`config.mk`:
```
export PLATFORM = sky130hd
export DESIGN_NAME = fct_plane_regs
export DESIGN_NICKNAME = d
export VERILOG_FILES = /design/src/sv/fct_pkg.sv /design/src/sv/fct_plane_regs.sv
export SDC_FILE = /design/constraint.sdc
export NUM_CORES = 1
export LEC_CHECK = 0
export BUFFER_PORTS_ARGS = -buffer_cell sky130_fd_sc_hd__buf_2
export CAP_MARGIN = 20
export CELL_PAD_IN_SITES_DETAIL_PLACEMENT = 1
export CELL_PAD_IN_SITES_GLOBAL_PLACEMENT = 1
export CORE_MARGIN = 4
export CORE_UTILIZATION = 35
export DETAILED_ROUTE_END_ITERATION = 8
export GPL_TIMING_DRIVEN = 0
export HOLD_SLACK_MARGIN = 0.06
export PLACE_DENSITY = 0.72
export RECOVER_POWER = 50
export SLEW_MARGIN = 20
export SYNTH_ARGS = -nofsm -noshare
export SYNTH_HDL_FRONTEND = slang
export SYNTH_SLANG_ARGS = --single-unit
export TNS_END_PERCENT = 5
```
`constraint.sdc`:
```
create_clock -name clk_i -period 1 [get_ports clk_i]
set_input_delay 0.3 -clock clk_i [delete_from_list [all_inputs] [get_ports clk_i]]
set_output_delay 0.3 -clock clk_i [all_outputs]
set_load 0.005 [all_outputs]
```
`src/sv/fct_pkg.sv`:
```
// Shared constants and types for the frustum cull test block.
`default_nettype none

package fct_pkg;

  // Plane register file: six 64-bit registers, each packing a, b, c, d.
  localparam int unsigned NUM_PLANE_REGS = 6;
  localparam int unsigned PLANE_W        = 64;
  localparam int unsigned CFG_IDX_W      = 3;

  // Fraction bits of a coordinate; d is shifted by this to reach product scale.
  localparam int unsigned COORD_FRAC = 4;

  // Coefficient lanes inside one plane register, lowest first.
  localparam int unsigned LANE_A = 0;
  localparam int unsigned LANE_B = 1;
  localparam int unsigned LANE_C = 2;
  localparam int unsigned LANE_D = 3;

  // Defaults for the top-level parameters.
  localparam int unsigned DEF_PLANE_COUNT = 6;
  localparam int unsigned DEF_COORD_BITS  = 20;
  localparam int unsigned DEF_COEF_BITS   = 16;

  typedef logic [PLANE_W-1:0] plane_word_t;

  typedef enum logic [CFG_IDX_W-1:0] {
    REG_PLANE_RIGHT  = 3'd0,
    REG_PLANE_LEFT   = 3'd1,
    REG_PLANE_BOTTOM = 3'd2,
    REG_PLANE_TOP    = 3'd3,
    REG_PLANE_FAR    = 3'd4,
    REG_PLANE_NEAR   = 3'd5
  } cfg_reg_e;

endpackage

`default_nettype wire

```
`src/sv/fct_plane_regs.sv`:
```
// Plane register file: six packed plane words written through the configuration port.
`default_nettype none

module fct_plane_regs (
  input  wire logic                                       clk_i,
  input  wire logic                                       rst_ni,
  input  wire logic                                       cfg_we_i,
  input  wire logic [fct_pkg::CFG_IDX_W-1:0]              cfg_index_i,
  input  wire logic [fct_pkg::PLANE_W-1:0]                cfg_data_i,
  output fct_pkg::plane_word_t [fct_pkg::NUM_PLANE_REGS-1:0] planes_o
);

  fct_pkg::plane_word_t [fct_pkg::NUM_PLANE_REGS-1:0] planes_q;

  // Drop writes to indexes past the last plane.
  always_ff @(posedge clk_i or negedge rst_ni) begin
    if (!rst_ni) begin
      planes_q <= '0;
    end else if (cfg_we_i && (cfg_index_i <= fct_pkg::REG_PLANE_NEAR)) begin
      for (int unsigned i = 0; i < fct_pkg::NUM_PLANE_REGS; i++) begin
        if (cfg_index_i == fct_pkg::CFG_IDX_W'(i)) begin
          planes_q[i] <= cfg_data_i;
        end
      end
    end
  end

  assign planes_o = planes_q;

endmodule

`default_nettype wire

```
# After elaboration in Yosys (flattened, before gate mapping)

Index checks and enable logic that the tools add are counted.

Input port bits: 70
Output and inout bits: 384
Flip-flop bits (word level): 384
Logic and storage cells: 20

Equality and inequality tests: 5
Reductions and logical operators: 8
Magnitude comparators: 1

Operator list:

| cell                                                             | count |
|---|---|
| 2-bit AND reduction                                              | 6 |
| 3-bit by 2-bit == test with 1-bit output (second input constant) | 2 |
| 3-bit == test (second input constant)                            | 2 |
| 3-bit by 1-bit == test with 1-bit output (second input constant) | 1 |
| 3-bit <= comparator (second input constant)                      | 1 |
| 3-bit zero test                                                  | 1 |
| 1-bit logical AND                                                | 1 |

# Depth between registers and ports, before layout

Depth after elaboration: 3
Depth in mapped cells: 4
Mapped depth without buffers: 2

# Least setup slack after synthesis

No wires, ideal clock.

Path type: input -> register
From: input cfg_index_i[2] (netlist bit)
To: register planes_q (netlist bit planes_o[46])
Library setup time: 0.125 ns
Stages on the path: 4
Data required time: 0.875 ns
Path buffers: 2
Arrival time: 1.268 ns
Slack: -0.393 ns
Cell sequence: nor4b_1 buf_4 buf_6 mux2_2

Cells in the longest elaborated chain, start to end: 3

RTL lines:

| what                              | line                 | RTL |
|---|---|---|
| start, declared                   | fct_plane_regs.sv:8  | `input wire logic [fct_pkg::CFG_IDX_W-1:0] cfg_index_i,` |
| 3-bit <= comparator               | fct_plane_regs.sv:19 | `end else if (cfg_we_i && (cfg_index_i <= fct_pkg::REG_PLANE_NEAR)) begin` |
| 1-bit logical AND                 | fct_plane_regs.sv:19 |  |
| 2-bit AND reduction (no line) (*) | -                    |  |
| end signal, assigned by index     | fct_plane_regs.sv:22 | `planes_q[i] <= cfg_data_i;` |
| end, declared                     | fct_plane_regs.sv:13 | `fct_pkg::plane_word_t [fct_pkg::NUM_PLANE_REGS-1:0] planes_q;` |

Mark *: on every way between the ends. The rest lies on a longest branch, timed or not.
A chain may end at the register's enable or synchronous reset.

# Worst setup path in the final report

From: register planes_q (netlist bit planes_o[212])
To: output planes_o[212] (netlist bit)

RTL lines:

| what          | line                 | RTL |
|---|---|---|
| end, declared | fct_plane_regs.sv:10 | `output fct_pkg::plane_word_t [fct_pkg::NUM_PLANE_REGS-1:0] planes_o` |

No word-level cell between the ends.

==> results.md <==
- Status: finished with violations
- Failing checks: negative hold slack, negative setup slack
- Top cells by count, synth: dfrtp_1 (384), mux2_2 (379), buf_6 (27)
- Highest Clock Rate: 705 MHz
- Top cells by area, synth: dfrtp_1 (67%), mux2_2 (30%), buf_6 (2.1%)
- Fin nets: 1,454
- Largest net degree at the start of global routing: 101
- Die Span Y: 211 um
- GPL Wtd Cong: 0.741
- Slew Limit Fails: 0
- Post-Syn Area: 14,400 um^2
- Vias in the first global route: 10,400
- Antenna violations before repair: 0
- Num rows: 73
- Slew HR: 0.438
- Max stage delay on crit path: 0.42 ns
- Root Buffer: clkbuf_16
- ANT nets after route: 0
- Syn-to-layout area delta: 39.6%
- Die Footprint: 44,400 um^2
- Async SR Flop Fraction: 1.00
- Final period util: 1.42
- MaxCap Viol Count: 0
- Yosys warns: 0
- Inserted Clock Buffers: 42
- Mean Syn Cell Area: 17.6 um^2
- Wl on met1: 18.3 mm
- Most used DFF post-synth: dfrtp_1
- Grt ovf: 0
- Later-pin clock latency in the skew report: 0.55 ns
- R2R Path Start: planes_o[157]
- Chip width: 211 um
- Core area: 40,200 um^2
- Final instance area: 20,100 um^2
- All-Layer GR Usage: 0.197
- Crit path cell chain: buf_2
- Antenna cells: 0
- Mapped Nets: 886
- First-pass GRT wire length: 67.3 mm
- Distinct cells, synth: 9
- Delay-heaviest family, CP: flip-flops
- Critical path peak fanout: 2
- CTS Hold Bufs: 52
- Fillers: 3,982
- Total power draw: 46.2 mW
- Dpl cell area: 17,400 um^2
- Register area share after synthesis: 0.668
- Sink Count: 384
- Cell count after synthesis: 816
- Port bufs: 453
- Flip-flop and latch count after synthesis: 384
- Req. time, crit path: 0.70 ns
- WHS: -0.407 ns
- Critical path capture point type: output pin
- Final worst path period need: 1.42 ns
- Setup WS post-layout: -0.419 ns
- Average wire per standard cell: 23.6 um
- Most frequent cell after synthesis: dfrtp_1
- Metal2 WL: 23.0 mm
- Setup Viol. Count Final: 810
- Number of flops mapped to enable cells by yosys: 0
- Reg2Reg Depth: 3
- Critical path arrival: 1.12 ns
- Clock buffer depth: 3
- Buf+Inv Stages, Crit Path: 1
- Post-synth top area share: 0.668
- DRT Pass-1 Iters: 4
- Power per cell area: 2300 nW/um^2
- Top Layer Used: met4
- Io pins: 454
- R2R Setup Slk: -0.04 ns
- DR vias/cell: 4.80
- Element type at the critical path start: register
- HP Class: in -> async
- Hold Violations, Final: 44
- Max H-tree Level: 2
- Reg-to-reg endpoint: planes_o[157]
- Routed wire length on met3: 3.21 mm
- Routed WL: 45.6 mm
- Worst clock skew: 0 ns
- Share of layout cells above drive strength 1: 0.683
- VDD IR-drop max: 1660 uV
- Via count: 9,276
- CTS tree: yes
- Worst-Margin Slew: 0.843 ns
- Clock-pin slew on the worst setup and hold paths: 0.06 ns
- Final HPWL DP: 30.8 mm
- Critical path class: reg -> out
- Cell taking the most area after synthesis: dfrtp_1
- DRC: 0
- Starting DRT DRC Count: 349
- RSZ-0062 raised after global routing: true
- Slowest cell on crit path: dfrtp_1
- Lkg Pwr: 9.58 nW
- Initial Util: 0.358
- Max FFs per register: 384
## where the power goes
group	leakage, nW	internal [mW]	switching, mW
Sequential	4.61	19.0	1.95
Clock	0.647	8.64	6.18
Combinational	4.32	6.12	4.33
Total	9.58	33.7	12.5
## area by class of cell
class,count,area [um^2],area share
Clock buffer,54,1160,0.0577
Buffer,42,579,0.0289
Tap cell,525,657,0.0327
Sequential cell,384,9610,0.479
Clock inverter,15,133,0.00661
Multi-Input combinational cell,390,4630,0.231
Timing Repair Buffer,524,3310,0.165
## kinds of logic after synthesis
group                  Yosys count  synth area share
buffers and inverters           42            0.0265
multiplexers                   384             0.301
AND/OR/NAND/NOR                  6           0.00444
flip-flops                     384             0.668
## how the worst max path moves through the flow
stage | start | to | slack [ns] | cells after the start
after floorplan | cfg_index_i[2] | planes_o[46] | -0.33 | 4
after global placement | rst_ni | planes_o[196] | -7.80 | 1
after detailed placement | cfg_index_i[2] | planes_o[203] | -0.88 | 5
after CTS | planes_o[212] | planes_o[212] | -0.46 | 1
after global routing | planes_o[212] | planes_o[212] | -0.46 | 1
final | planes_o[212] | planes_o[212] | -0.42 | 1
## per-stage QoR
stage | cells | TNS, ns | utilization | setup slack, ns
detailed placement | 1798 | -360.97 | 0.434 | -0.881
floorplan | 816 | -106.51 | - | -0.326
global route | 1934 | -255.87 | 0.499 | -0.465
finish | 1934 | -189.47 | 0.499 | -0.419
global placement | 1794 | -3238.41 | 0.431 | -7.80
CTS | 1925 | -157.87 | 0.492 | -0.456
## layout by cell type (no fill, tap or decap), drive strengths merged
cell	instances
dlygate4sd3	52
clkinv	12
mux2	384
nor4b	1
bufinv	2
nand4b	2
dfrtp	384
clkbuf	58
and4bb	3
buf	510
inv	1
## what timing repair did
action,4_1_cts,5_1_grt
hold endpoints to repair,460,184
setup endpoints to repair,744,757
resized for setup,112,71
buffers inserted,6,9
## per-layer routing
| metal | vias up | GRT usage |
|---|---|---|
| li1 | 4022 | - |
| met1 | 4890 | 0.241 |
| met2 | 305 | 0.339 |
| met3 | 59 | 0.0648 |
| met4 | 0 | 0.0521 |
| met5 | - | 0 |
No activity file was read; power rests on OpenSTA's default activity.
