### src/sv/fct_pkg.sv
// Shared constants and types for the frustum cull test block.
`default_nettype none

package fct_pkg;

  // Plane register file: six 64-bit registers, each packing a, b, c, d.
  localparam int unsigned NUM_PLANE_REGS = 6;
  localparam int unsigned PLANE_W        = 64;
  localparam int unsigned CFG_IDX_W      = 3;

  // Fraction bits of a coordinate; d is shifted by this to reach product scale.
  localparam int unsigned COORD_FRAC = 4;

  // Coefficient lanes inside one plane register, lowest first.
  localparam int unsigned LANE_A = 0;
  localparam int unsigned LANE_B = 1;
  localparam int unsigned LANE_C = 2;
  localparam int unsigned LANE_D = 3;

  // Defaults for the top-level parameters.
  localparam int unsigned DEF_PLANE_COUNT = 6;
  localparam int unsigned DEF_COORD_BITS  = 20;
  localparam int unsigned DEF_COEF_BITS   = 16;

  typedef logic [PLANE_W-1:0] plane_word_t;

  typedef enum logic [CFG_IDX_W-1:0] {
    REG_PLANE_RIGHT  = 3'd0,
    REG_PLANE_LEFT   = 3'd1,
    REG_PLANE_BOTTOM = 3'd2,
    REG_PLANE_TOP    = 3'd3,
    REG_PLANE_FAR    = 3'd4,
    REG_PLANE_NEAR   = 3'd5
  } cfg_reg_e;

endpackage

`default_nettype wire

### src/sv/fct_plane_eval.sv
// One plane test: best-corner value of a point or cube against a single plane.
`default_nettype none

module fct_plane_eval #(
  parameter int unsigned COORD_BITS = fct_pkg::DEF_COORD_BITS,
  parameter int unsigned COEF_BITS  = fct_pkg::DEF_COEF_BITS
) (
  input  wire fct_pkg::plane_word_t          plane_i,
  input  wire logic                          cube_i,
  input  wire logic signed [COORD_BITS-1:0]  pos_x_i,
  input  wire logic signed [COORD_BITS-1:0]  pos_y_i,
  input  wire logic signed [COORD_BITS-1:0]  pos_z_i,
  input  wire logic        [COORD_BITS-2:0]  edge_size_i,
  output logic                               pass_o
);

  localparam int unsigned PROD_W = COEF_BITS + COORD_BITS;
  localparam int unsigned PSUM_W = COEF_BITS + 1;
  localparam int unsigned EPRD_W = PSUM_W + COORD_BITS - 1;
  localparam int unsigned D16_W  = COEF_BITS + fct_pkg::COORD_FRAC;
  localparam int unsigned SUM_W  = PROD_W + 4;

  logic signed [COEF_BITS-1:0]  coef_a, coef_b, coef_c, coef_d;
  logic        [COEF_BITS-2:0]  pos_a, pos_b, pos_c;
  logic        [PSUM_W-1:0]     pos_sum;
  logic        [COORD_BITS-2:0] edge_eff;
  logic signed [PROD_W-1:0]     prod_x, prod_y, prod_z;
  logic        [EPRD_W-1:0]     prod_e;
  logic signed [D16_W-1:0]      d_scaled;
  logic signed [SUM_W-1:0]      value;

  assign coef_a = $signed(plane_i[fct_pkg::LANE_A*COEF_BITS +: COEF_BITS]);
  assign coef_b = $signed(plane_i[fct_pkg::LANE_B*COEF_BITS +: COEF_BITS]);
  assign coef_c = $signed(plane_i[fct_pkg::LANE_C*COEF_BITS +: COEF_BITS]);
  assign coef_d = $signed(plane_i[fct_pkg::LANE_D*COEF_BITS +: COEF_BITS]);

  // The corner that maximises the plane value takes the far edge on every axis
  // whose coefficient is positive, so the cube adds edge * (sum of positive coefs).
  assign pos_a   = coef_a[COEF_BITS-1] ? '0 : coef_a[COEF_BITS-2:0];
  assign pos_b   = coef_b[COEF_BITS-1] ? '0 : coef_b[COEF_BITS-2:0];
  assign pos_c   = coef_c[COEF_BITS-1] ? '0 : coef_c[COEF_BITS-2:0];
  assign pos_sum = PSUM_W'(pos_a) + PSUM_W'(pos_b) + PSUM_W'(pos_c);
  assign edge_eff = cube_i ? edge_size_i : '0;

  assign prod_x   = coef_a * pos_x_i;
  assign prod_y   = coef_b * pos_y_i;
  assign prod_z   = coef_c * pos_z_i;
  assign prod_e   = EPRD_W'(edge_eff) * EPRD_W'(pos_sum);
  assign d_scaled = {coef_d, fct_pkg::COORD_FRAC'(0)};

  assign value = SUM_W'(prod_x) + SUM_W'(prod_y) + SUM_W'(prod_z)
               + SUM_W'(d_scaled) + SUM_W'($signed({1'b0, prod_e}));

  // Zero counts as outside.
  assign pass_o = !value[SUM_W-1] && (value != '0);

endmodule

`default_nettype wire

### config.mk
export PLATFORM = sky130hd
export DESIGN_NAME = fct_plane_eval
export DESIGN_NICKNAME = d
export VERILOG_FILES = /design/src/sv/fct_pkg.sv /design/src/sv/fct_plane_eval.sv
export SDC_FILE = /design/constraint.sdc
export NUM_CORES = 2
export LEC_CHECK = 0
export ABC_CLOCK_PERIOD_IN_PS = 34400
export BUFFER_PORTS_ARGS = -buffer_cell sky130_fd_sc_hd__buf_4
export CORE_MARGIN = 2
export CORE_UTILIZATION = 50
export DETAILED_ROUTE_END_ITERATION = 12
export GPL_TIMING_DRIVEN = 0
export MAX_ROUTING_LAYER = met4
export PLACE_DENSITY_LB_ADDON = 0.12
export SLEW_MARGIN = 30
export SYNTH_ARGS = -nofsm -noshare
export SYNTH_HDL_FRONTEND = slang
export SYNTH_SLANG_ARGS = --single-unit
export TNS_END_PERCENT = 1
### constraint.sdc
create_clock -name vclk -period 34.4
set_clock_uncertainty 0.2 [all_clocks]
set_input_delay 0 -clock vclk [all_inputs]
set_output_delay 0 -clock vclk [all_outputs]
set_load 0.03 [all_outputs]
### Yosys cells after proc, flatten, opt, wreduce, memory -nomap -nowiden

Index checks and enable logic that the tools add are counted.

* register bits: 0
* input port bits: 144
* output and inout port bits: 1
* word-level logic and storage cells: 17

* mux-type cells: 4
* add/subtract/negate cells: 6
* multiply operators: 4
* reductions and logical operators: 3

Operators with widths (count)
* 16-bit by 20-bit multiplier with 36-bit output: 3
* 15-bit 2-to-1 mux: 3
* 39-bit by 37-bit adder with 40-bit output: 1
* 40-bit nonzero test: 1
* 38-bit by 20-bit adder with 39-bit output: 1
* 37-bit by 36-bit adder with 38-bit output: 1
* 36-bit by 36-bit adder with 37-bit output: 1
* 19-bit by 17-bit multiplier with 36-bit output: 1
* 19-bit 2-to-1 mux: 1
* 16-bit by 15-bit adder with 17-bit output: 1
* 15-bit by 15-bit adder with 16-bit output: 1
* 1-bit logical AND: 1
* 1-bit logical NOT: 1

### Depth between registers and ports, before layout

* depth in word-level cells: 7
* mapped depth: 67
* gate-level depth less buffers: 65

### Worst setup path before layout

No wires, ideal clock.

* path type: input to output
* from: input plane_i[31]
* to: output pass_o
* arrival time: 15.845 ns
* setup slack: 18.355 ns
* cell stages on the path: 66
* required time: 34.200 ns
* cell sequence: inv_1 > clkbuf_1 > nand2_1 > fa_1 > inv_1 > ha_1 > fa_1 > a21o_1 > a21oi_1 > o21bai_1 > a21oi_1 > o21bai_1 > a21oi_1 > xnor2_1 > clkbuf_1 > nand2_1 > fa_1 > inv_1 > [30 not listed] > fa_1 > fa_1 > inv_1 > fa_1 > inv_1 > fa_1 > inv_1 > ha_1 > o21a_1 > nor2_1 > xnor2_1 > a221o_1 > nor4_1 > nand4_1 > or4_1 > a2111o_1 > nor4_1 > a41oi_1

* longest elaborated chain between the ends: 7
* elaborated cells between the ends (all ways): 12
* those cells by class: add/sub (6); mul (2); mux (1); reduce/logical (3)

RTL lines
* start, declared: RTL line fct_plane_eval.sv:8 `input wire fct_pkg::plane_word_t plane_i,`
* 16-bit by 20-bit multiplier with 36-bit output / 15-bit 2-to-1 mux (equally long branches): RTL line fct_plane_eval.sv:46, fct_plane_eval.sv:40
* 36-bit by 36-bit adder with 37-bit output / 15-bit by 15-bit adder with 16-bit output (equally long branches): RTL line fct_plane_eval.sv:51, fct_plane_eval.sv:42
* 37-bit by 36-bit adder with 38-bit output / 16-bit by 15-bit adder with 17-bit output (equally long branches): RTL line fct_plane_eval.sv:51, fct_plane_eval.sv:42
* 38-bit by 20-bit adder with 39-bit output / 19-bit by 17-bit multiplier with 36-bit output (equally long branches): RTL line fct_plane_eval.sv:52, fct_plane_eval.sv:48
* 39-bit by 37-bit adder with 40-bit output *: RTL line fct_plane_eval.sv:52 `+ SUM_W'(d_scaled) + SUM_W'($signed({1'b0, prod_e}));`
* 40-bit nonzero test / 1-bit logical NOT (equally long branches): RTL line fct_plane_eval.sv:55 `assign pass_o = !value[SUM_W-1] && (value != '0);`
* 1-bit logical AND *: RTL line fct_plane_eval.sv:55
* end, declared: RTL line fct_plane_eval.sv:14 `output logic pass_o`

Every way passes the cells marked *; elsewhere a longest branch is shown, timed or not.

### Worst setup path in the final report

Ends and elaborated chain as after synthesis.

==> results by group <==
Status
  • Run status: completed

Routing
  • Initial DRC count: 2048
  • Drt wl/cell: 21.7 um
  • Met3 WL: 7.05 mm
  • Total Wirelength: 152 mm
  • Vias per inst: 5.10
  • DRC: 0
  • Uppermost routed layer: met4
  • Met1 WL: 65.1 mm
  • Drt pass-1 iters: 5
  • Via count: 35700
  • Antenna-violating nets left: 0
  • Metal2 WL: 73.5 mm

Synthesis
  • Synth unique cells: 58
  • YS warnings: 0
  • Mapped Nets: 7530
  • Yosys top cell by area: fa_1
  • Commonest cells post-synth: inv_1 (1640), fa_1 (1488), nand2_1 (918)
  • Area of the mapped netlist: 0.0504 sq mm
  • Most common cell in the synthesized netlist: inv_1
  • Post-synthesis sequential area ratio: 0%
  • Top cell type's share of synthesized area: 59.1%
  • Post-Syn Area per Cell: 9.09 sq um
  • Largest cells by area after synthesis: fa_1 (59%), inv_1 (12%), ha_1 (8.7%)
  • Post-Synthesis Cells: 5546

Floorplanning
  • Die width: 322 um
  • Die area: 0.103 sq mm
  • Core footprint: 0.100 sq mm
  • Die Y: 322 um
  • Core Rows: 116
  • I/O pin count: 145
  • Starting density of the core: 50.4%

Worst setup path
  • Worst path most repeated cell: fa_1
  • Worst Setup End Kind: output pin
  • CP required: 34.20 ns
  • Worst path max stage delay: 0.71 ns
  • WS Path Type: in2out
  • Nature of the critical path startpoint: primary input
  • CP max FO: 10
  • Critical path's slowest cell: a211oi_1
  • Worst EP arrival: 20.47 ns
  • Crit. Startpoint: plane_i[31]

Global route
  • GRT Util Overall: 31.7%
  • Initial antenna violation count: 9
  • First-pass GRT wire length: 236 mm
  • Grt total ovfl: 0
  • Vias in the first global route: 39100
  • Largest net degree at the start of global routing: 19

Cells and area
  • Layout Nets: 7678
  • Area delta synth->final: 5.69%
  • Register Area: 0 sq um
  • Share of cells above drive strength 1: 3.09%
  • Filler cells: 9508
  • Clkbuf count: 0
  • FFs & Latches: 0

Hold path
  • WHS Path Cells: 10
  • Hold Startpoint: plane_i[63]
  • HP Class: in2out
  • Hold EP: pass_o

STA
  • Period utilisation layout: 60.1%
  • Final TNS setup: 0 ns
  • Slew @ Worst Pin: 0.880 ns
  • Final count of pins violating max slew: 0
  • RSZ-0062 raised after global routing: no
  • Fmax: 0.0484 GHz
  • Endpoints failing setup: 0
  • Period minus WS final: 20.67 ns
  • Hold Vio Cnt, Final: 0
  • Slew HR: 40.9%

Place
  • I/O Buffers: 145
  • GPL Wtd Cong: 0.979
  • DP HPWL: 144 mm

Clock network
  • Post-CTS sizing: 0
  • Post-CTS Setup Repair Bufs: 0
  • Hold_buf cts: 0

Flow run
  • Max cap viols: 0
[worst max-delay path by stage]
stage | end | slack [ns] | depth (start not counted)
2_1_floorplan | pass_o | 18.35 | 66
3_3_place_gp | pass_o | 13.60 | 66
3_5_place_dp | pass_o | 13.65 | 68
4_1_cts | pass_o | 13.64 | 68
5_1_grt | pass_o | 12.84 | 68
6_report | pass_o | 13.73 | 66
[layout by cell type, fill, tap and decap left out, types with 12 or more instances in the layout]
cell type and count:
ha_1 352, and2_1 291, fa_1 1488, clkbuf_1 212, nor2b_1 17, xnor2_1 44
a21oi_1 62, xor2_1 16, a211oi_1 13, nor2_1 112, inv_1 1640, o21ai_0 47
nand2_1 918, buf_4 146, nand3_1 19, and3_1 22, a21o_1 22, nor3_1 12
nand2b_1 108
[layout make-up]
| type | instances | area (sq um) | area share, % |
|---|---|---|---|
| antenna | 11 | 27.5 | 0.0517 |
| buffer | 214 | 811 | 1.52 |
| inverter | 1640 | 6160 | 11.6 |
| multi-input combinational | 3692 | 43600 | 81.8 |
| tap | 1298 | 1620 | 3.05 |
| timing repair buffer | 146 | 1100 | 2.06 |
[routing by layer]
layer / track usage [%] / vias to the layer above
li1: - / 15900
met1: 41.6 / 18600
met2: 52.7 / 927
met3: 2.66 / 231
met4: 9.93 / 0
met5: - / -
[worst max-delay path: cells and delay by family]
kind / cells / cell delay (ns)
AOI/OAI and AO/OA: 18 / 5.62
xor gates and xnor gates: 2 / 0.52
adders and majority gates: 20 / 9.29
buffers and inverters: 18 / 2.57
and+or+nand+nor: 8 / 2.44
[stage by stage]
step                      setup slack [ns]  hold WS, ns  cells  instance area, sq um  utilization [%]
after floorplan                      18.35         1.04   5546                 50400                -
after global placement               13.60         1.61   6989                 53100             53.1
after detailed placement             13.65         1.63   6990                 53300             53.3
after CTS                            13.64         1.65   6990                 53300             53.3
after global routing                 12.84         1.77   6999                 53300             53.3
final                                13.73         1.62   7001                 53300             53.3
[cell families (layout without fill, tap and decap cells)]
logic type	after synthesis	after routing	share of synthesized area (%)
compound gates	235	235	3.08
other cells	0	11	0
simple gates	1541	1541	14.0
buf+inv	1854	2000	13.8
xor+xnor	75	75	1.30
fa+ha+maj	1840	1840	67.8
mux	1	1	0.0223
Power is not shown: default switching activity piles up to over one toggle a cycle in this logic, so the estimate is an artifact.
